[src/rtl/u8u16_pkg.sv]
`default_nettype none
// ----------------------------------------------------------------------------
// u8u16_pkg
// Shared types and constants of the UTF-8 to UTF-16 decoder.
// ----------------------------------------------------------------------------
package u8u16_pkg;

   localparam logic [1:0] ERR_NONE  = 2'd0;
   localparam logic [1:0] ERR_LEAD  = 2'd1;
   localparam logic [1:0] ERR_CONT  = 2'd2;
   localparam logic [1:0] ERR_RANGE = 2'd3;

   localparam logic [15:0] SURR_HIGH_BASE = 16'hD800;
   localparam logic [15:0] SURR_LOW_BASE  = 16'hDC00;
   localparam logic [31:0] MAX_CODE_POINT = 32'h0010FFFF;
   localparam logic [10:0] PLANE_ONE_HIGH = 11'h040;

   // one decoded request waiting for the output side
   typedef struct packed {
      logic [15:0] unit_hi;
      logic [15:0] unit_lo;
      logic [2:0]  size;
      logic [1:0]  kind;
      logic [2:0]  pos;
      logic        pair;
   } job_type;

endpackage
`default_nettype wire

[src/rtl/u8u16_req_if.sv]
`default_nettype none
// ----------------------------------------------------------------------------
// u8u16_req_if
// Byte request channel of the decoder.
// ----------------------------------------------------------------------------
interface u8u16_req_if;
   logic       valid;
   logic       ready;
   logic [7:0] data_byte;

   modport source (output valid, output data_byte, input ready);
   modport sink (input valid, input data_byte, output ready);
endinterface
`default_nettype wire

[src/rtl/u8u16_rsp_if.sv]
`default_nettype none
// ----------------------------------------------------------------------------
// u8u16_rsp_if
// Code unit response channel of the decoder.
// ----------------------------------------------------------------------------
interface u8u16_rsp_if;
   logic        valid;
   logic        ready;
   logic [15:0] code_unit;
   logic [2:0]  char_size;
   logic [1:0]  error_kind;
   logic [2:0]  error_position;
   logic        last_of_run;

   modport source (output valid, output code_unit, output char_size, output error_kind,
                   output error_position, output last_of_run, input ready);
   modport sink (input valid, input code_unit, input char_size, input error_kind,
                 input error_position, input last_of_run, output ready);
endinterface
`default_nettype wire

[src/rtl/utf8_to_utf16_decoder.sv]
`default_nettype none
// ----------------------------------------------------------------------------
// utf8_to_utf16_decoder
// UTF-8 byte stream in, UTF-16 code units with size and error tags out.
// ----------------------------------------------------------------------------
// One byte request is taken per clock while the job queue has room; a byte
// that completes a character or hits an error turns into a job in the same
// cycle, and responses leave the output register at one per clock while
// the receiver is ready. A character above the basic plane takes two
// responses (high then low surrogate). A job passes from its queue slot
// into the output register before it is shown. QUEUE_DEPTH sets how many
// decoded jobs may wait for the output side.
module utf8_to_utf16_decoder #(
   parameter int QUEUE_DEPTH = 2
) (
   input  wire logic   clock,
   input  wire logic   reset,
   u8u16_req_if.sink   req_if,
   u8u16_rsp_if.source rsp_if
);

   u8u16_pkg::job_type push_job;
   u8u16_pkg::job_type pop_job;
   logic               push;
   logic               pop;
   logic               q_full;
   logic               q_empty;

   u8u16_front u_front (
      .clock    (clock),
      .reset    (reset),
      .req_if   (req_if),
      .q_full   (q_full),
      .push_job (push_job),
      .push     (push)
   );

   u8u16_queue #(
      .DEPTH (QUEUE_DEPTH)
   ) u_queue (
      .clock    (clock),
      .reset    (reset),
      .push     (push),
      .push_job (push_job),
      .full     (q_full),
      .pop      (pop),
      .pop_job  (pop_job),
      .empty    (q_empty)
   );

   u8u16_back u_back (
      .clock   (clock),
      .reset   (reset),
      .pop_job (pop_job),
      .empty   (q_empty),
      .pop     (pop),
      .rsp_if  (rsp_if)
   );

endmodule
`default_nettype wire

[src/rtl/u8u16_front.sv]
`default_nettype none
// ----------------------------------------------------------------------------
// u8u16_front
// Takes bytes, tracks the open sequence and turns each finished character
// or error into a job for the output side.
// ----------------------------------------------------------------------------
module u8u16_front (
   input  wire logic         clock,
   input  wire logic         reset,
   u8u16_req_if.sink         req_if,
   input  wire logic         q_full,
   output u8u16_pkg::job_type push_job,
   output logic              push
);

   logic [31:0] acc_ff, acc_in;
   logic [2:0]  rem_ff, rem_in;
   logic [2:0]  len_ff, len_in;

   logic [7:0]  b;
   logic        take;
   logic [2:0]  lead_len;
   logic [7:0]  lead_mask;
   logic [2:0]  pos;
   logic [31:0] val;
   logic [10:0] hi_off;
   logic        has_job;
   u8u16_pkg::job_type job;

   assign req_if.ready = !q_full;
   assign b    = req_if.data_byte;
   assign take = req_if.valid && !q_full;

   always_comb begin
      if (b < 8'hE0) begin
         lead_len = 3'd2; lead_mask = 8'h1F;
      end else if (b < 8'hF0) begin
         lead_len = 3'd3; lead_mask = 8'h0F;
      end else if (b < 8'hF8) begin
         lead_len = 3'd4; lead_mask = 8'h07;
      end else if (b < 8'hFC) begin
         lead_len = 3'd5; lead_mask = 8'h03;
      end else begin
         lead_len = 3'd6; lead_mask = 8'h01;
      end
   end

   // payload bits only: the length offset never enters the value
   assign val    = {acc_ff[25:0], b[5:0]};
   assign pos    = 3'(len_ff - rem_ff + 3'd1);
   assign hi_off = 11'(val[20:10] - u8u16_pkg::PLANE_ONE_HIGH);

   always_comb begin
      acc_in  = acc_ff;
      rem_in  = rem_ff;
      len_in  = len_ff;
      has_job = 1'b0;
      job     = '0;
      if (rem_ff == 3'd0) begin
         if (b < 8'h80) begin
            has_job     = 1'b1;
            job.unit_hi = {8'h00, b};
            job.size    = 3'd1;
         end else if (b < 8'hC0 || b >= 8'hFE) begin
            has_job  = 1'b1;
            job.kind = u8u16_pkg::ERR_LEAD;
            job.pos  = 3'd1;
         end else begin
            acc_in = {24'h000000, b & lead_mask};
            len_in = lead_len;
            rem_in = 3'(lead_len - 3'd1);
         end
      end else if (b[7:6] != 2'b10) begin
         has_job  = 1'b1;
         job.kind = u8u16_pkg::ERR_CONT;
         job.pos  = pos;
         rem_in   = 3'd0;
         len_in   = 3'd0;
      end else begin
         rem_in = 3'(rem_ff - 3'd1);
         acc_in = val;
         if (rem_ff == 3'd1) begin
            has_job = 1'b1;
            len_in  = 3'd0;
            if (val[31:16] == 16'h0000) begin
               job.unit_hi = val[15:0];
               job.size    = len_ff;
            end else if (val > u8u16_pkg::MAX_CODE_POINT) begin
               job.kind = u8u16_pkg::ERR_RANGE;
               job.pos  = len_ff;
            end else begin
               job.unit_hi = u8u16_pkg::SURR_HIGH_BASE | {6'h00, hi_off[9:0]};
               job.unit_lo = u8u16_pkg::SURR_LOW_BASE | {6'h00, val[9:0]};
               job.size    = len_ff;
               job.pair    = 1'b1;
            end
         end
      end
   end

   assign push     = take && has_job;
   assign push_job = job;

   always_ff @(posedge clock) begin
      if (reset) begin
         rem_ff <= 3'd0;
         len_ff <= 3'd0;
      end else if (take) begin
         rem_ff <= rem_in;
         len_ff <= len_in;
      end
   end

   always_ff @(posedge clock) begin
      if (take) begin
         acc_ff <= acc_in;
      end
   end

endmodule
`default_nettype wire

[src/rtl/u8u16_queue.sv]
`default_nettype none
// ----------------------------------------------------------------------------
// u8u16_queue
// Short show-ahead queue of decoded jobs between the two halves.
// ----------------------------------------------------------------------------
module u8u16_queue #(
   parameter int DEPTH = 2
) (
   input  wire logic               clock,
   input  wire logic               reset,
   input  wire logic               push,
   input  wire u8u16_pkg::job_type push_job,
   output logic                    full,
   input  wire logic               pop,
   output u8u16_pkg::job_type      pop_job,
   output logic                    empty
);

   localparam int PTR_W = (DEPTH > 1) ? $clog2(DEPTH) : 1;
   localparam int CNT_W = $clog2(DEPTH + 1);
   localparam logic [PTR_W-1:0] LAST_PTR = PTR_W'(DEPTH - 1);

   u8u16_pkg::job_type slot_ff [DEPTH];
   logic [PTR_W-1:0] wr_ptr_ff, wr_ptr_in;
   logic [PTR_W-1:0] rd_ptr_ff, rd_ptr_in;
   logic [CNT_W-1:0] count_ff, count_in;

   assign full    = (count_ff == CNT_W'(DEPTH));
   assign empty   = (count_ff == '0);
   assign pop_job = slot_ff[rd_ptr_ff];

   always_comb begin
      wr_ptr_in = wr_ptr_ff;
      rd_ptr_in = rd_ptr_ff;
      count_in  = count_ff;
      if (push) begin
         wr_ptr_in = (wr_ptr_ff == LAST_PTR) ? '0 : PTR_W'(wr_ptr_ff + 1'b1);
      end
      if (pop) begin
         rd_ptr_in = (rd_ptr_ff == LAST_PTR) ? '0 : PTR_W'(rd_ptr_ff + 1'b1);
      end
      if (push && !pop) begin
         count_in = CNT_W'(count_ff + 1'b1);
      end else if (pop && !push) begin
         count_in = CNT_W'(count_ff - 1'b1);
      end
   end

   always_ff @(posedge clock) begin
      if (reset) begin
         wr_ptr_ff <= '0;
         rd_ptr_ff <= '0;
         count_ff  <= '0;
      end else begin
         wr_ptr_ff <= wr_ptr_in;
         rd_ptr_ff <= rd_ptr_in;
         count_ff  <= count_in;
      end
   end

   always_ff @(posedge clock) begin
      if (push) begin
         slot_ff[wr_ptr_ff] <= push_job;
      end
   end

`ifndef SYNTHESIS
   a_no_overflow: assert property (@(posedge clock) disable iff (reset)
      !(push && full))
      else $error("job pushed into a full queue");
   a_no_underflow: assert property (@(posedge clock) disable iff (reset)
      !(pop && empty))
      else $error("job popped from an empty queue");
   a_count_bound: assert property (@(posedge clock) disable iff (reset)
      count_ff <= CNT_W'(DEPTH))
      else $error("queue count beyond depth");
`endif

endmodule
`default_nettype wire

[src/rtl/u8u16_back.sv]
`default_nettype none
// ----------------------------------------------------------------------------
// u8u16_back
// Output register: plays out one job as one response, or two for a
// surrogate pair.
// ----------------------------------------------------------------------------
module u8u16_back (
   input  wire logic               clock,
   input  wire logic               reset,
   input  wire u8u16_pkg::job_type pop_job,
   input  wire logic               empty,
   output logic                    pop,
   u8u16_rsp_if.source             rsp_if
);

   logic        valid_ff, valid_in;
   logic        low_pend_ff, low_pend_in;
   logic [15:0] low_unit_ff, low_unit_in;
   logic [15:0] unit_ff, unit_in;
   logic [2:0]  size_ff, size_in;
   logic [1:0]  kind_ff, kind_in;
   logic [2:0]  pos_ff, pos_in;
   logic        last_ff, last_in;

   logic        take_out;
   logic        load_ok;

   assign take_out = valid_ff && rsp_if.ready;
   assign load_ok  = !valid_ff || (take_out && !low_pend_ff);
   assign pop      = load_ok && !empty;

   always_comb begin
      valid_in    = valid_ff;
      low_pend_in = low_pend_ff;
      low_unit_in = low_unit_ff;
      unit_in     = unit_ff;
      size_in     = size_ff;
      kind_in     = kind_ff;
      pos_in      = pos_ff;
      last_in     = last_ff;
      if (take_out && low_pend_ff) begin
         unit_in     = low_unit_ff;
         size_in     = 3'd0;
         kind_in     = u8u16_pkg::ERR_NONE;
         pos_in      = 3'd0;
         last_in     = 1'b1;
         low_pend_in = 1'b0;
      end else if (pop) begin
         valid_in    = 1'b1;
         unit_in     = pop_job.unit_hi;
         size_in     = pop_job.size;
         kind_in     = pop_job.kind;
         pos_in      = pop_job.pos;
         last_in     = !pop_job.pair;
         low_pend_in = pop_job.pair;
         low_unit_in = pop_job.unit_lo;
      end else if (take_out) begin
         valid_in = 1'b0;
      end
   end

   always_ff @(posedge clock) begin
      if (reset) begin
         valid_ff    <= 1'b0;
         low_pend_ff <= 1'b0;
      end else begin
         valid_ff    <= valid_in;
         low_pend_ff <= low_pend_in;
      end
   end

   always_ff @(posedge clock) begin
      low_unit_ff <= low_unit_in;
      unit_ff     <= unit_in;
      size_ff     <= size_in;
      kind_ff     <= kind_in;
      pos_ff      <= pos_in;
      last_ff     <= last_in;
   end

   assign rsp_if.valid          = valid_ff;
   assign rsp_if.code_unit      = unit_ff;
   assign rsp_if.char_size      = size_ff;
   assign rsp_if.error_kind     = kind_ff;
   assign rsp_if.error_position = pos_ff;
   assign rsp_if.last_of_run    = last_ff;

`ifndef SYNTHESIS
   a_low_behind_high: assert property (@(posedge clock) disable iff (reset)
      low_pend_ff |-> (valid_ff && !last_ff))
      else $error("pending low surrogate without a high surrogate on show");
   a_low_follows: assert property (@(posedge clock) disable iff (reset)
      (take_out && low_pend_ff) |=> (valid_ff && last_ff && size_ff == 3'd0))
      else $error("low surrogate did not follow its high surrogate");
`endif

endmodule
`default_nettype wire
[src/flat_wrapper.sv]
// flat-port wrapper written by rule: the top's interface ports become plain ports
module utf8_to_utf16_decoder_flat 
#(
   parameter int QUEUE_DEPTH = 2
)
  (clock, reset, req_if_valid, req_if_data_byte, req_if_ready, rsp_if_valid, rsp_if_code_unit, rsp_if_char_size, rsp_if_error_kind, rsp_if_error_position, rsp_if_last_of_run, rsp_if_ready);
  u8u16_req_if req_if_i ();
  u8u16_rsp_if rsp_if_i ();
  input  wire logic clock;
  input  wire logic reset;
  input wire logic [$bits(req_if_i.valid)-1:0] req_if_valid;
  input wire logic [$bits(req_if_i.data_byte)-1:0] req_if_data_byte;
  output wire logic [$bits(req_if_i.ready)-1:0] req_if_ready;
  output wire logic [$bits(rsp_if_i.valid)-1:0] rsp_if_valid;
  output wire logic [$bits(rsp_if_i.code_unit)-1:0] rsp_if_code_unit;
  output wire logic [$bits(rsp_if_i.char_size)-1:0] rsp_if_char_size;
  output wire logic [$bits(rsp_if_i.error_kind)-1:0] rsp_if_error_kind;
  output wire logic [$bits(rsp_if_i.error_position)-1:0] rsp_if_error_position;
  output wire logic [$bits(rsp_if_i.last_of_run)-1:0] rsp_if_last_of_run;
  input wire logic [$bits(rsp_if_i.ready)-1:0] rsp_if_ready;
  assign req_if_i.valid = req_if_valid;
  assign req_if_i.data_byte = req_if_data_byte;
  assign req_if_ready = req_if_i.ready;
  assign rsp_if_valid = rsp_if_i.valid;
  assign rsp_if_code_unit = rsp_if_i.code_unit;
  assign rsp_if_char_size = rsp_if_i.char_size;
  assign rsp_if_error_kind = rsp_if_i.error_kind;
  assign rsp_if_error_position = rsp_if_i.error_position;
  assign rsp_if_last_of_run = rsp_if_i.last_of_run;
  assign rsp_if_i.ready = rsp_if_ready;
  utf8_to_utf16_decoder #(.QUEUE_DEPTH(QUEUE_DEPTH)) u_core (.clock(clock), .reset(reset), .req_if(req_if_i), .rsp_if(rsp_if_i));
endmodule
[config.mk]
export PLATFORM = sky130hd
export DESIGN_NAME = utf8_to_utf16_decoder_flat
export DESIGN_NICKNAME = d
export VERILOG_FILES = /design/src/rtl/u8u16_pkg.sv /design/src/rtl/u8u16_req_if.sv /design/src/rtl/u8u16_rsp_if.sv /design/src/rtl/utf8_to_utf16_decoder.sv /design/src/rtl/u8u16_front.sv /design/src/rtl/u8u16_queue.sv /design/src/rtl/u8u16_back.sv /design/src/flat_wrapper.sv
export SDC_FILE = /design/constraint.sdc
export NUM_CORES = 1
export LEC_CHECK = 0
export BUFFER_PORTS_ARGS = -buffer_cell sky130_fd_sc_hd__buf_2
export CAP_MARGIN = 20
export CORE_MARGIN = 2
export CORE_UTILIZATION = 60
export CTS_CLUSTER_SIZE = 28
export DETAILED_ROUTE_END_ITERATION = 10
export HOLD_SLACK_MARGIN = 0.08
export PLACE_DENSITY = 0.79
export SLEW_MARGIN = 10
export SYNTH_ARGS = -nofsm -noshare
export SYNTH_HDL_FRONTEND = slang
export SYNTH_SLANG_ARGS = --single-unit
[constraint.sdc]
create_clock -name clock -period 2.7 [get_ports clock]
set_input_delay 0.405 -clock clock [delete_from_list [all_inputs] [get_ports clock]]
set_output_delay 0.405 -clock clock [all_outputs]
set_load 0.02 [all_outputs]
==> results of run 1 <==
==> through the flow <==
step	instances	setup slack, ns	utilization (%)	instance area (um^2)	total power, mW
floorplan	432	0.2084	-	6138	4.568
global placement	596	0.4966	66.07	6518	5.125
detailed placement	596	0.4636	66.07	6518	5.189
CTS	628	0.4949	71.28	7032	7.234
global route	628	0.3160	71.28	7032	7.559
finish	628	0.4712	71.28	7032	7.205
==> kinds of logic after synthesis <==
group,share of synthesized area [%]
buffers and inverters,2.528
flip-flops,67.35
multiplexers,6.237
XOR/XNOR,1.142
adder cells (fa/ha/maj),1.835
AO/OA/AOI/OAI,8.908
AND/OR/NAND/NOR,12.01
==> how the worst max path moves through the flow <==
stage | start | endpoint | slack, ns
3_3_place_gp | req_if_data_byte[2] | u_core.u_queue.slot_ff[0][39] | 0.50
2_1_floorplan | u_core.u_front.rem_ff[0] | u_core.u_queue.slot_ff[0][10] | 0.21
5_1_grt | u_core.u_front.rem_ff[0] | u_core.u_front.acc_ff[1] | 0.32
4_1_cts | u_core.u_front.rem_ff[0] | u_core.u_front.acc_ff[21] | 0.49
3_5_place_dp | req_if_data_byte[2] | u_core.u_queue.slot_ff[0][18] | 0.46
6_report | u_core.u_front.rem_ff[0] | u_core.u_front.acc_ff[19] | 0.47
==> sequential cells by signal (all words and copies together) (netlist names), 2 cells and up, named ones only <==
name	cells
u_core.u_queue.count_ff	2
u_core.u_back.rsp_if.error_kind	2
u_core.u_queue.slot_ff	70
u_core.u_front.len_ff	3
u_core.u_back.rsp_if.char_size	3
u_core.u_front.rem_ff	3
u_core.u_back.low_unit_ff	11
u_core.u_back.rsp_if.error_position	3
u_core.u_front.acc_ff	26
u_core.u_back.rsp_if.code_unit	16
==> synth_stat cells, types with 4 or more instances <==
| cell type | instances |
|---|---|
| sky130_fd_sc_hd__inv_1 | 13 |
| sky130_fd_sc_hd__nor2_1 | 17 |
| sky130_fd_sc_hd__a22o_1 | 9 |
| sky130_fd_sc_hd__xor2_1 | 5 |
| sky130_fd_sc_hd__dfxtp_1 | 22 |
| sky130_fd_sc_hd__edfxtp_1 | 123 |
| sky130_fd_sc_hd__mux2i_1 | 27 |
| sky130_fd_sc_hd__nand3b_1 | 9 |
| sky130_fd_sc_hd__nand2_1 | 21 |
| sky130_fd_sc_hd__nand2b_1 | 5 |
| sky130_fd_sc_hd__a21oi_1 | 15 |
| sky130_fd_sc_hd__clkbuf_1 | 8 |
| sky130_fd_sc_hd__mux2_2 | 10 |
| sky130_fd_sc_hd__nand3_1 | 6 |
| sky130_fd_sc_hd__and2_1 | 31 |
| sky130_fd_sc_hd__ha_1 | 9 |
| sky130_fd_sc_hd__buf_2 | 4 |
| sky130_fd_sc_hd__nor3_1 | 5 |
| sky130_fd_sc_hd__o21ai_0 | 24 |
| sky130_fd_sc_hd__buf_4 | 4 |
| sky130_fd_sc_hd__o21a_1 | 5 |
==> placed cells by master, fill, tap and decap left out, types with 2 or more instances in the layout <==
cell	n
sky130_fd_sc_hd__clkbuf_1	2
sky130_fd_sc_hd__mux2_2	10
sky130_fd_sc_hd__nand4b_1	2
sky130_fd_sc_hd__o211ai_1	2
sky130_fd_sc_hd__nor2b_1	3
sky130_fd_sc_hd__and3_1	3
sky130_fd_sc_hd__o31ai_1	3
sky130_fd_sc_hd__clkbuf_16	16
sky130_fd_sc_hd__xnor2_1	3
sky130_fd_sc_hd__inv_1	13
sky130_fd_sc_hd__o22ai_1	2
sky130_fd_sc_hd__o211a_1	2
sky130_fd_sc_hd__nand3_1	6
sky130_fd_sc_hd__dfxtp_1	21
sky130_fd_sc_hd__mux2i_1	27
sky130_fd_sc_hd__ha_1	9
sky130_fd_sc_hd__o21ai_1	2
sky130_fd_sc_hd__buf_12	3
sky130_fd_sc_hd__nand2_1	21
sky130_fd_sc_hd__xor2_1	5
sky130_fd_sc_hd__edfxtp_1	123
sky130_fd_sc_hd__a21oi_1	14
sky130_fd_sc_hd__nand3b_1	9
sky130_fd_sc_hd__nor4_1	2
sky130_fd_sc_hd__o21ai_0	24
sky130_fd_sc_hd__buf_2	38
sky130_fd_sc_hd__clkbuf_8	2
sky130_fd_sc_hd__o21a_1	5
sky130_fd_sc_hd__nand2b_1	5
sky130_fd_sc_hd__inv_4	7
sky130_fd_sc_hd__a22o_1	9
sky130_fd_sc_hd__nor3_1	5
sky130_fd_sc_hd__and2_1	31
sky130_fd_sc_hd__or3_1	2
sky130_fd_sc_hd__buf_4	8
sky130_fd_sc_hd__clkinv_2	2
sky130_fd_sc_hd__nor2_1	17
sky130_fd_sc_hd__a21o_1	3
sky130_fd_sc_hd__nor4_2	2
==> power by group <==
group	leakage, nW	internal (mW)	switching, mW
Sequential	1.35	3.13	0.231
Combinational	0.947	0.676	1.13
Clock	0.262	1.15	0.886
Total	2.56	4.96	2.25
==> metal layers <==
layer / up-vias / GRT usage (%) / wire [um]
met5: - / 0 / 0
met4: 0 / 9.333 / 277
met3: 22 / 7.112 / 658
met2: 109 / 36.27 / 5736
met1: 1808 / 30.79 / 5187
li1: 1728 / - / -
==> final cells by class <==
type                       instances  area [um^2]
sequential                       145         4135
fill                             630         2833
multi-input combinational        255         1853
clock buffer                      20        435.4
timing repair buffer              49        310.3
tap                              133        166.4
clock inverter                    12        78.83
inverter                          14        52.55
==> load_flow_metrics.sql, run 1 <==
INSERT INTO impl_metrics (metric_group, metric, value, unit) VALUES
('timing', 'timing.final.max_slew_violations', '0', ''),
('global_routing', 'grt_overflow', '0', ''),
('global_routing', 'first_global_vias', '3728', ''),
('clocking', 'insertion_delay', '0.52', 'ns'),
('pwr', 'power_leakage', '2.558', 'nW'),
('yosys', 'yosysWarningCount', '0', ''),
('worst_setup_path', 'worst_setup_path_start_kind', 'register', ''),
('worst_setup_path', 'cell_seen_most_often_among_critical_path_stages', 'sky130_fd_sc_hd__buf_4', ''),
('min_path', 'hold-path-cell-count', '1', ''),
('yosys', 'synth_nets', '453', ''),
('clocking', 'h_tree_depth', '4', ''),
('run', 'cap_violations', '0', ''),
('worst_setup_path', 'timing.critical_path.cells', 'inv_1 > ha_1 > and2b_1 > buf_4 > o211ai_1 > o21ai_0 > and3_1 > buf_4', ''),
('worst_setup_path', 'r2r.worst_path.cells', '8', ''),
('timing', 'max_clock_freq', '0.4487', 'GHz'),
('yosys', 'synth_top_area_share', '60.17', '%'),
('timing', 'holdWs', '0.1248', 'ns'),
('worst_setup_path', 'crit_type', 'reg -> reg', ''),
('floorplanning', 'core-area', '9864', 'um^2'),
('yosys', 'cell_types_with_the_largest_area_share_after_synthesis', 'sky130_fd_sc_hd__edfxtp_1 60%, sky130_fd_sc_hd__dfxtp_1 7.2%, sky130_fd_sc_hd__mux2i_1 4.4%', ''),
('floorplanning', 'die_w', '105.1', 'um'),
('placed_design', 'globalplace.congestion', '0.9139', ''),
('worst_setup_path', 'critical_path.slowest_cell', 'sky130_fd_sc_hd__dfxtp_1', ''),
('detailed_routing', 'post_drt_via_cell_ratio', '5.839', ''),
('clocking', 'cts_tree', 'done', ''),
('clocking', 'cts_inserted_buffers', '17', ''),
('min_path', 'endpoint_worst_hold', 'u_core.u_front.acc_ff[0]', ''),
('worst_setup_path', 'worst_setup_path_end_kind', 'register', ''),
('pwr', 'pd_cells', '1025', 'nW/um^2'),
('yosys', 'synth_enable_flop_cells', '123', ''),
('clocking', 'cts_sinks', '145', ''),
('detailed_routing', 'route.detailed.drc', '0', ''),
('yosys', 'syn-instance-count', '432', ''),
('global_routing', 'grt_start_max_net_pins', '36', ''),
('clocking', 'ctsLongestPathBuffers', '2', ''),
('cells_and_area', 'final_net_count', '503', ''),
('floorplanning', 'top_level_ports', '39', ''),
('yosys', 'synthDistinctLibCells', '62', ''),
('timing', 'fin_worst_skew', '0.006786', 'ns'),
('worst_setup_path', 'critical_path.reg2reg.endpoint', 'u_core.u_front.acc_ff[19]', ''),
('worst_setup_path', 'regToRegStartpoint', 'u_core.u_front.rem_ff[0]', ''),
('yosys', 'ys_ff_latch', '145', ''),
('worst_setup_path', 'timing.critical_path.required', '2.89', 'ns'),
('worst_setup_path', 'timing.critical_path.fanout_max', '26', ''),
('timing', 'period_minus_slack', '2.229', 'ns'),
('worst_setup_path', 'reg2reg_setup_slack', '0.47', 'ns'),
('clocking', 'cts.repair_timing.setup_buffer_count', '0', ''),
('yosys', 'synth_flop_cell', 'sky130_fd_sc_hd__edfxtp_1', ''),
('global_routing', 'grt_usage', '23.32', '%'),
('detailed_routing', 'routed_wirelength', '11860', 'um'),
('yosys', 'synth_top_area_cell', 'sky130_fd_sc_hd__edfxtp_1', ''),
('detailed_routing', 'route.detailed.wl_per_inst', '18.89', 'um'),
('floorplanning', 'fp.dieArea', '11060', 'um^2'),
('floorplanning', 'die_height', '105.1', 'um'),
('worst_setup_path', 'timing.critical_path.buf_inv', '3', ''),
('min_path', 'hold_path_class', 'in -> reg', ''),
('timing', 'final.period_utilization', '82.55', '%'),
('worst_setup_path', 'worst_path_largest_cell_delay', '0.33', 'ns'),
('floorplanning', 'starting_density_of_the_core', '62.23', '%'),
('global_routing', 'grt_antenna_before_repair', '0', ''),
('detailed_routing', 'drt.antenna.violating_nets', '0', ''),
('detailed_routing', 'router_iterations_before_antenna_repair', '5', ''),
('detailed_routing', 'first_iter_violations', '327', ''),
('clocking', 'cell_at_the_root_of_the_clock_tree', 'sky130_fd_sc_hd__clkbuf_8', ''),
('cells_and_area', 'area.growth.synth_to_final', '14.55', '%'),
('clocking', 'clkSlewWorstSetupHoldPaths', '0.06', 'ns'),
('timing', 'timing.final.hold_violations', '0', ''),
('yosys', 'synth_sequential_area_ratio', '67.35', '%'),
('cells_and_area', 'final_layout_size_suffix_gt1_share', '21.01', '%'),
('worst_setup_path', 'crit_cells', '8', ''),
('run_status', 'outcome', 'finished clean', '');
Power figures use the tool's default switching activity.
==> inputs of run 2 (changes only) <==
==> constraint.sdc (replaced) <==
create_clock -name clock -period 2.2 [get_ports clock]
set_input_delay 0.33 -clock clock [delete_from_list [all_inputs] [get_ports clock]]
set_output_delay 0.33 -clock clock [all_outputs]
set_load 0.02 [all_outputs]
==> run 2 against run 1 <==
  * Non-clock buffer count up 14
  * Clock skew about the same
  * Register-to-register slack got worse by 0.36 ns
  * Largest cell class unchanged
  * Largest power group unchanged
  * Highest routed layer unchanged
==> load_flow_metrics.sql, run 2 (synthesis results as in run 1) <==
INSERT INTO impl_metrics (metric_group, metric, value, unit) VALUES
('cells_and_area', 'area.growth.synth_to_final', '18.08', '%'),
('cells_and_area', 'layout.cells.non_filler', '642', ''),
('worst_setup_path', 'crit_type', 'reg -> reg', ''),
('clocking', 'cts.repair_timing.setup_buffer_count', '0', ''),
('pwr', 'pd_cells', '1273', 'nW/um^2'),
('cells_and_area', 'antenna_diode_count', '0', ''),
('clocking', 'clkSlewWorstSetupHoldPaths', '0.06', 'ns'),
('detailed_routing', 'route.detailed.drc', '0', ''),
('pwr', 'power_switching', '2.727', 'mW'),
('clocking', 'cts_inserted_buffers', '17', ''),
('placed_design', 'place_area', '6651', 'um^2'),
('cells_and_area', 'final_layout_size_suffix_gt1_share', '23.58', '%'),
('pwr', 'power_leakage', '2.647', 'nW'),
('run_status', 'outcome', 'finished clean', ''),
('placed_design', 'globalplace.congestion', '0.9455', ''),
('clocking', 'insertion_delay', '0.52', 'ns'),
('worst_setup_path', 'r2r.worst_path.cells', '7', ''),
('floorplanning', 'row_count', '36', ''),
('min_path', 'hold_path_class', 'in -> reg', ''),
('clocking', 'cts_tree', 'done', ''),
('timing', 'final.period_utilization', '94.78', '%'),
('global_routing', 'grt_antenna_before_repair', '0', ''),
('placed_design', 'dp_cells', '609', ''),
('worst_setup_path', 'regToRegStartpoint', 'u_core.u_front.rem_ff[0]', ''),
('worst_setup_path', 'reg2reg_setup_slack', '0.11', 'ns'),
('global_routing', 'grt_start_max_net_pins', '36', ''),
('worst_setup_path', 'timing.critical_path.required', '2.43', 'ns'),
('pwr', 'vdd.ir_drop.worst', '605.8', 'uV'),
('clocking', 'cell_at_the_root_of_the_clock_tree', 'sky130_fd_sc_hd__clkbuf_8', ''),
('pwr', 'power.combinational.fraction', '24.8', '%'),
('timing', 'slew_headroom', '57.93', '%'),
('global_routing', 'first_global_vias', '3708', ''),
('detailed_routing', 'router_iterations_before_antenna_repair', '5', ''),
('worst_setup_path', 'worst_setup_path_start_kind', 'register', ''),
('pwr', 'power.internal', '6.498', 'mW'),
('timing', 'transition_time_of_the_tightest_slew_check_pin', '0.6311', 'ns'),
('placed_design', 'io_buffer_count', '38', ''),
('floorplanning', 'die_height', '105.1', 'um'),
('timing', 'fin_worst_skew', '0.006439', 'ns'),
('placed_design', 'post-dp-hpwl', '8092', 'um'),
('detailed_routing', 'drt.antenna.violating_nets', '0', ''),
('global_routing', 'grt_overflow', '0', ''),
('global_routing', 'grt_first_pass_wirelength', '19110', 'um'),
('clocking', 'ctsLongestPathBuffers', '2', ''),
('cells_and_area', 'commonest_non_fill_non_tap_cell_in_the_layout', 'sky130_fd_sc_hd__edfxtp_1', ''),
('cells_and_area', 'finalCoreUtilization', '73.48', '%'),
('cells_and_area', 'mostFrequentLayoutCells', '123 x sky130_fd_sc_hd__edfxtp_1, 38 x sky130_fd_sc_hd__buf_2, 31 x sky130_fd_sc_hd__and2_1', ''),
('pwr', 'power_switching_share', '29.56', '%'),
('worst_setup_path', 'critical_path.reg2reg.endpoint', 'u_core.u_queue.slot_ff[0][38]', ''),
('cells_and_area', 'max_flop_register', 'u_core.u_queue.slot_ff', ''),
('worst_setup_path', 'timing.critical_path.fanout_max', '17', ''),
('global_routing', 'grt_usage', '23.37', '%'),
('pwr', 'power.sequential.fraction', '44.6', '%'),
('cells_and_area', 'largest_reg_flops', '70', ''),
('worst_setup_path', 'data_arrival_at_the_endpoint_of_the_critical_path', '2.31', 'ns'),
('run', 'cap_violations', '0', ''),
('floorplanning', 'starting_density_of_the_core', '62.23', '%'),
('timing', 'timing.final.hold_violations', '0', ''),
('timing', 'unrepaired_setup_endpoints_after_global_routing', 'no', ''),
('floorplanning', 'top_level_ports', '39', ''),
('floorplanning', 'fp.dieArea', '11060', 'um^2'),
('worst_setup_path', 'worst_setup_path_end_kind', 'register', ''),
('min_path', 'hold-path-cell-count', '2', ''),
('cells_and_area', 'final_net_count', '517', ''),
('detailed_routing', 'routed_wirelength', '12030', 'um'),
('clocking', 'cts_sinks', '145', ''),
('detailed_routing', 'via_count', '3714', ''),
('pwr', 'clockPowerShare', '30.6', '%'),
('timing', 'finalSetupTns', '0', 'ns'),
('min_path', 'holdCritStartpoint', 'reset', ''),
('timing', 'max_clock_freq', '0.4796', 'GHz'),
('timing', 'timing.final.setup_violations', '0', ''),
('floorplanning', 'die_w', '105.1', 'um'),
('detailed_routing', 'first_iter_violations', '293', ''),
('floorplanning', 'core-area', '9864', 'um^2'),
('cells_and_area', 'postLayoutCellArea', '7248', 'um^2'),
('detailed_routing', 'route.detailed.wl_per_inst', '18.74', 'um'),
('clocking', 'h_tree_depth', '4', ''),
('detailed_routing', 'post_drt_via_cell_ratio', '5.785', ''),
('timing', 'timing.final.max_slew_violations', '0', ''),
('timing', 'period_minus_slack', '2.085', 'ns');
[run 2: worst max-delay path by stage]
stage / startpoint / endpoint / slack, ns / depth (start not counted)
2_1_floorplan: u_core.u_front.rem_ff[0] / u_core.u_queue.slot_ff[0][10] / 0.02 / 6
3_3_place_gp: req_if_data_byte[7] / u_core.u_queue.count_ff[1] / 0.15 / 7
3_5_place_dp: req_if_data_byte[7] / u_core.u_queue.count_ff[1] / 0.12 / 7
4_1_cts: u_core.u_front.rem_ff[0] / u_core.u_queue.slot_ff[0][38] / 0.12 / 7
5_1_grt: u_core.u_front.rem_ff[0] / u_core.u_queue.count_ff[1] / 0.03 / 8
6_report: u_core.u_front.rem_ff[0] / u_core.u_queue.slot_ff[0][38] / 0.11 / 7
[run 2: critical path: stages, from the launching register on]
cell	delay [ns]
sky130_fd_sc_hd__dfxtp_1	0.35
sky130_fd_sc_hd__inv_1	0.10
sky130_fd_sc_hd__ha_1	0.24
sky130_fd_sc_hd__and2b_1	0.18
sky130_fd_sc_hd__o2111a_1	0.18
sky130_fd_sc_hd__or3_4	0.40
sky130_fd_sc_hd__clkinvlp_4	0.16
sky130_fd_sc_hd__buf_12	0.17
[run 2: layout make-up]
class | instances | area, um^2
multi-input cells | 255 | 1861
flip-flops and latches | 145 | 4135
fillers | 638 | 2616
clock inverters | 11 | 137.6
repair buffers | 63 | 442.9
clock buffers | 21 | 449.2
inverters | 14 | 56.30
well taps | 133 | 166.4
[run 2: layer usage]
layer  vias to the layer above  global-route usage [%]  wire length [um]
met3                        24                   5.802               698
met2                       137                   37.71              6026
met4                         0                   9.619               269
met1                      1799                   30.44              5035
li1                       1754                       -                 -
met5                         -                       0                 0
[run 2: power by group through the flow]
stage / clock network [mW] / registers, mW / logic (mW)
floorplan: 0 / 4.40 / 1.22
global placement: 0 / 4.13 / 2.22
detailed placement: 0 / 4.16 / 2.27
CTS: 2.86 / 4.12 / 2.30
global route: 2.96 / 4.17 / 2.49
finish: 2.82 / 4.11 / 2.29
[run 2: timing repair]
item,in CTS,in global routing
hold buffers,1,0
setup endpoints to repair,0,0
hold endpoints to repair,1,0
resized for setup,0,0
[run 2: stage by stage]
step	total power [mW]	hold slack, ns	worst slack [ns]
after global placement	6.347	0.4585	0.1480
after floorplan	5.613	0.4289	0.02283
after detailed placement	6.425	0.4696	0.1150
after CTS	9.277	0.1304	0.1230
after global routing	9.618	0.1652	0.02895
final	9.224	0.1583	0.1148
==> inputs of run 3 (changes only) <==
--- a/config.mk
+++ b/config.mk
@@ -8,11 +8,11 @@
 export BUFFER_PORTS_ARGS = -buffer_cell sky130_fd_sc_hd__buf_2
 export CAP_MARGIN = 20
 export CORE_MARGIN = 2
-export CORE_UTILIZATION = 60
+export CORE_UTILIZATION = 55
 export CTS_CLUSTER_SIZE = 28
 export DETAILED_ROUTE_END_ITERATION = 10
 export HOLD_SLACK_MARGIN = 0.08
-export PLACE_DENSITY = 0.79
+export PLACE_DENSITY = 0.73
 export SLEW_MARGIN = 10
 export SYNTH_ARGS = -nofsm -noshare
 export SYNTH_HDL_FRONTEND = slang
==> run 3 against run 2 <==
  * First-iteration DRC count shrank 7.5%
  * Non-clock buffer count shrank 2
  * Combinational power is essentially flat
  * Fmax grew 1.5%
  * Clock-buffer cell count shrank 2
  * Highest routed layer unchanged
  * Cell count grew 0.62%
  * Clock power shrank 3%
  * Power shrank 1.2%
  * Routed wire length shrank 3.5%
==> load_flow_metrics.sql, run 3 (synthesis results as in run 1) <==
INSERT INTO impl_metrics (metric_group, metric, value, unit) VALUES
('cells_and_area', 'sequential_cell_area', '4135', 'um^2'),
('timing', 'transition_time_of_the_tightest_slew_check_pin', '0.5139', 'ns'),
('floorplanning', 'starting_density_of_the_core', '56.38', '%'),
('clocking', 'insertion_delay', '0.52', 'ns'),
('worst_setup_path', 'data_arrival_at_the_endpoint_of_the_critical_path', '2.40', 'ns'),
('floorplanning', 'top_level_ports', '39', ''),
('cells_and_area', 'layout.cells.non_filler', '646', ''),
('worst_setup_path', 'timing.critical_path.cells', 'inv_1 > ha_1 > nor4b_4 > nand4_1 > nor2_1 > a22o_1', ''),
('worst_setup_path', 'crit_type', 'reg -> reg', ''),
('worst_setup_path', 'timing.critical_path.fanout_max', '5', ''),
('placed_design', 'dp_cells', '614', ''),
('floorplanning', 'die_w', '109.6', 'um'),
('run_status', 'outcome', 'finished clean', ''),
('timing', 'max_clock_freq', '0.4866', 'GHz'),
('floorplanning', 'die_height', '109.6', 'um'),
('cells_and_area', 'mostFrequentLayoutCells', '123 x sky130_fd_sc_hd__edfxtp_1, 38 x sky130_fd_sc_hd__buf_2, 31 x sky130_fd_sc_hd__and2_1', ''),
('global_routing', 'grt_first_pass_wirelength', '18500', 'um'),
('cells_and_area', 'largest_reg_flops', '70', ''),
('detailed_routing', 'first_iter_violations', '271', ''),
('detailed_routing', 'route.detailed.wl_per_inst', '17.96', 'um'),
('clocking', 'cell_at_the_root_of_the_clock_tree', 'sky130_fd_sc_hd__clkbuf_8', ''),
('placed_design', 'globalplace.congestion', '0.9480', ''),
('floorplanning', 'fp.dieArea', '12020', 'um^2'),
('worst_setup_path', 'reg2reg_setup_slack', '0.15', 'ns'),
('floorplanning', 'row_count', '38', ''),
('global_routing', 'grt_usage', '21.21', '%'),
('placed_design', 'post-dp-hpwl', '7953', 'um'),
('cells_and_area', 'multi_input_comb_area', '1872', 'um^2'),
('worst_setup_path', 'r2r.worst_path.cells', '6', ''),
('timing', 'timing.final.hold_violations', '0', ''),
('clocking', 'cts_tree', 'done', ''),
('detailed_routing', 'routed_wirelength', '11600', 'um'),
('clocking', 'cts_inserted_buffers', '17', ''),
('detailed_routing', 'post_drt_via_cell_ratio', '5.658', ''),
('timing', 'timing.final.max_slew_violations', '0', ''),
('global_routing', 'grt_antenna_before_repair', '0', ''),
('global_routing', 'first_global_vias', '3588', ''),
('global_routing', 'grt_overflow', '0', ''),
('pwr', 'power_leakage', '2.628', 'nW'),
('run', 'cap_violations', '0', ''),
('cells_and_area', 'max_flop_register', 'u_core.u_queue.slot_ff', ''),
('cells_and_area', 'area.growth.synth_to_final', '17.57', '%'),
('cells_and_area', 'final_layout_size_suffix_gt1_share', '23.12', '%'),
('cells_and_area', 'antenna_diode_count', '0', ''),
('clocking', 'cts.repair_timing.setup_buffer_count', '0', ''),
('timing', 'period_minus_slack', '2.055', 'ns'),
('clocking', 'h_tree_depth', '4', ''),
('detailed_routing', 'route.detailed.drc', '0', ''),
('worst_setup_path', 'critical_path.slowest_cell', 'sky130_fd_sc_hd__edfxtp_1', ''),
('worst_setup_path', 'worst_setup_path_start_kind', 'register', ''),
('worst_setup_path', 'worst_path_largest_cell_delay', '0.39', 'ns'),
('timing', 'fin_worst_skew', '0.01135', 'ns'),
('floorplanning', 'core-area', '10890', 'um^2'),
('worst_setup_path', 'timing.critical_path.required', '2.55', 'ns'),
('timing', 'final.period_utilization', '93.41', '%'),
('clocking', 'cts_sinks', '145', ''),
('min_path', 'hold_path_class', 'in -> reg', ''),
('timing', 'unrepaired_setup_endpoints_after_global_routing', 'no', ''),
('detailed_routing', 'router_iterations_before_antenna_repair', '5', ''),
('pwr', 'vdd.ir_drop.worst', '627.7', 'uV'),
('timing', 'slew_headroom', '65.43', '%'),
('timing', 'finalSetupTns', '0', 'ns'),
('detailed_routing', 'drt.antenna.violating_nets', '0', ''),
('min_path', 'hold-path-cell-count', '2', ''),
('placed_design', 'io_buffer_count', '38', ''),
('cells_and_area', 'commonest_non_fill_non_tap_cell_in_the_layout', 'sky130_fd_sc_hd__edfxtp_1', ''),
('detailed_routing', 'via_count', '3655', ''),
('clocking', 'clkSlewWorstSetupHoldPaths', '0.06', 'ns'),
('cells_and_area', 'final_net_count', '515', ''),
('global_routing', 'grt_start_max_net_pins', '36', ''),
('cells_and_area', 'finalCoreUtilization', '66.28', '%'),
('timing', 'timing.final.setup_violations', '0', ''),
('pwr', 'pd_cells', '1263', 'nW/um^2'),
('cells_and_area', 'fillerInstances', '754', ''),
('worst_setup_path', 'worst_setup_path_end_kind', 'register', ''),
('clocking', 'ctsLongestPathBuffers', '2', '');
[run 3: critical path, delay by kind of cell (launching register included)]
| family | cells | cell delay, ns |
|---|---|---|
| AND/OR/NAND/NOR | 3 | 0.84 |
| flip-flops | 1 | 0.39 |
| AO/OA/AOI/OAI | 1 | 0.29 |
| adder cells (fa/ha/maj) | 1 | 0.23 |
| buffers and inverters | 1 | 0.13 |
[run 3: layer usage]
metal,up-vias,GRT usage (%),share of wire [%]
li1,1747,-,-
met1,1772,28.95,45
met2,122,32.32,48
met3,14,5.157,5.4
met4,0,9.675,1.5
met5,-,0,0
[run 3: layout make-up]
class,count,share of cell area [%]
multi-input cells,255,25.94
well taps,140,2.427
flip-flops and latches,145,57.30
inverters,14,0.7802
clock inverters,12,1.959
repair buffers,61,5.756
clock buffers,19,5.843
[run 3: repair_timing]
action | in CTS | in global routing
resized for setup | 0 | 2
hold buffers | 1 | 0
hold endpoints to repair | 1 | 0
endpoints found under the setup margin | 0 | 15
[run 3: path summary, 6_finish.rpt]
check / from / end
worst max-delay path: u_core.u_front.acc_ff[10] / u_core.u_queue.slot_ff[1][34]
worst min-delay path: reset / u_core.u_queue.rd_ptr_ff
worst max register to register: u_core.u_front.acc_ff[10] / u_core.u_queue.slot_ff[1][34]
worst min register to register: u_core.u_back.rsp_if.last_of_run / u_core.u_back.rsp_if.last_of_run
[run 3: stage by stage]
step	power (mW)	area, um^2	hold WS, ns	worst slack, ns
final	9.113	7217	0.1607	0.1450
after global routing	9.582	7217	0.1397	0.04043
after CTS	9.181	7206	0.1403	0.1124
after detailed placement	6.434	6633	0.4726	0.1202
after global placement	6.371	6633	0.4607	0.1424
after floorplan	5.613	6150	0.4289	0.02283
[run 3: power by group]
group	switching (mW)	internal, mW	leakage, nW
registers	0.273	3.84	1.35
clock network	1.04	1.71	0.273
logic	1.38	0.881	1.01
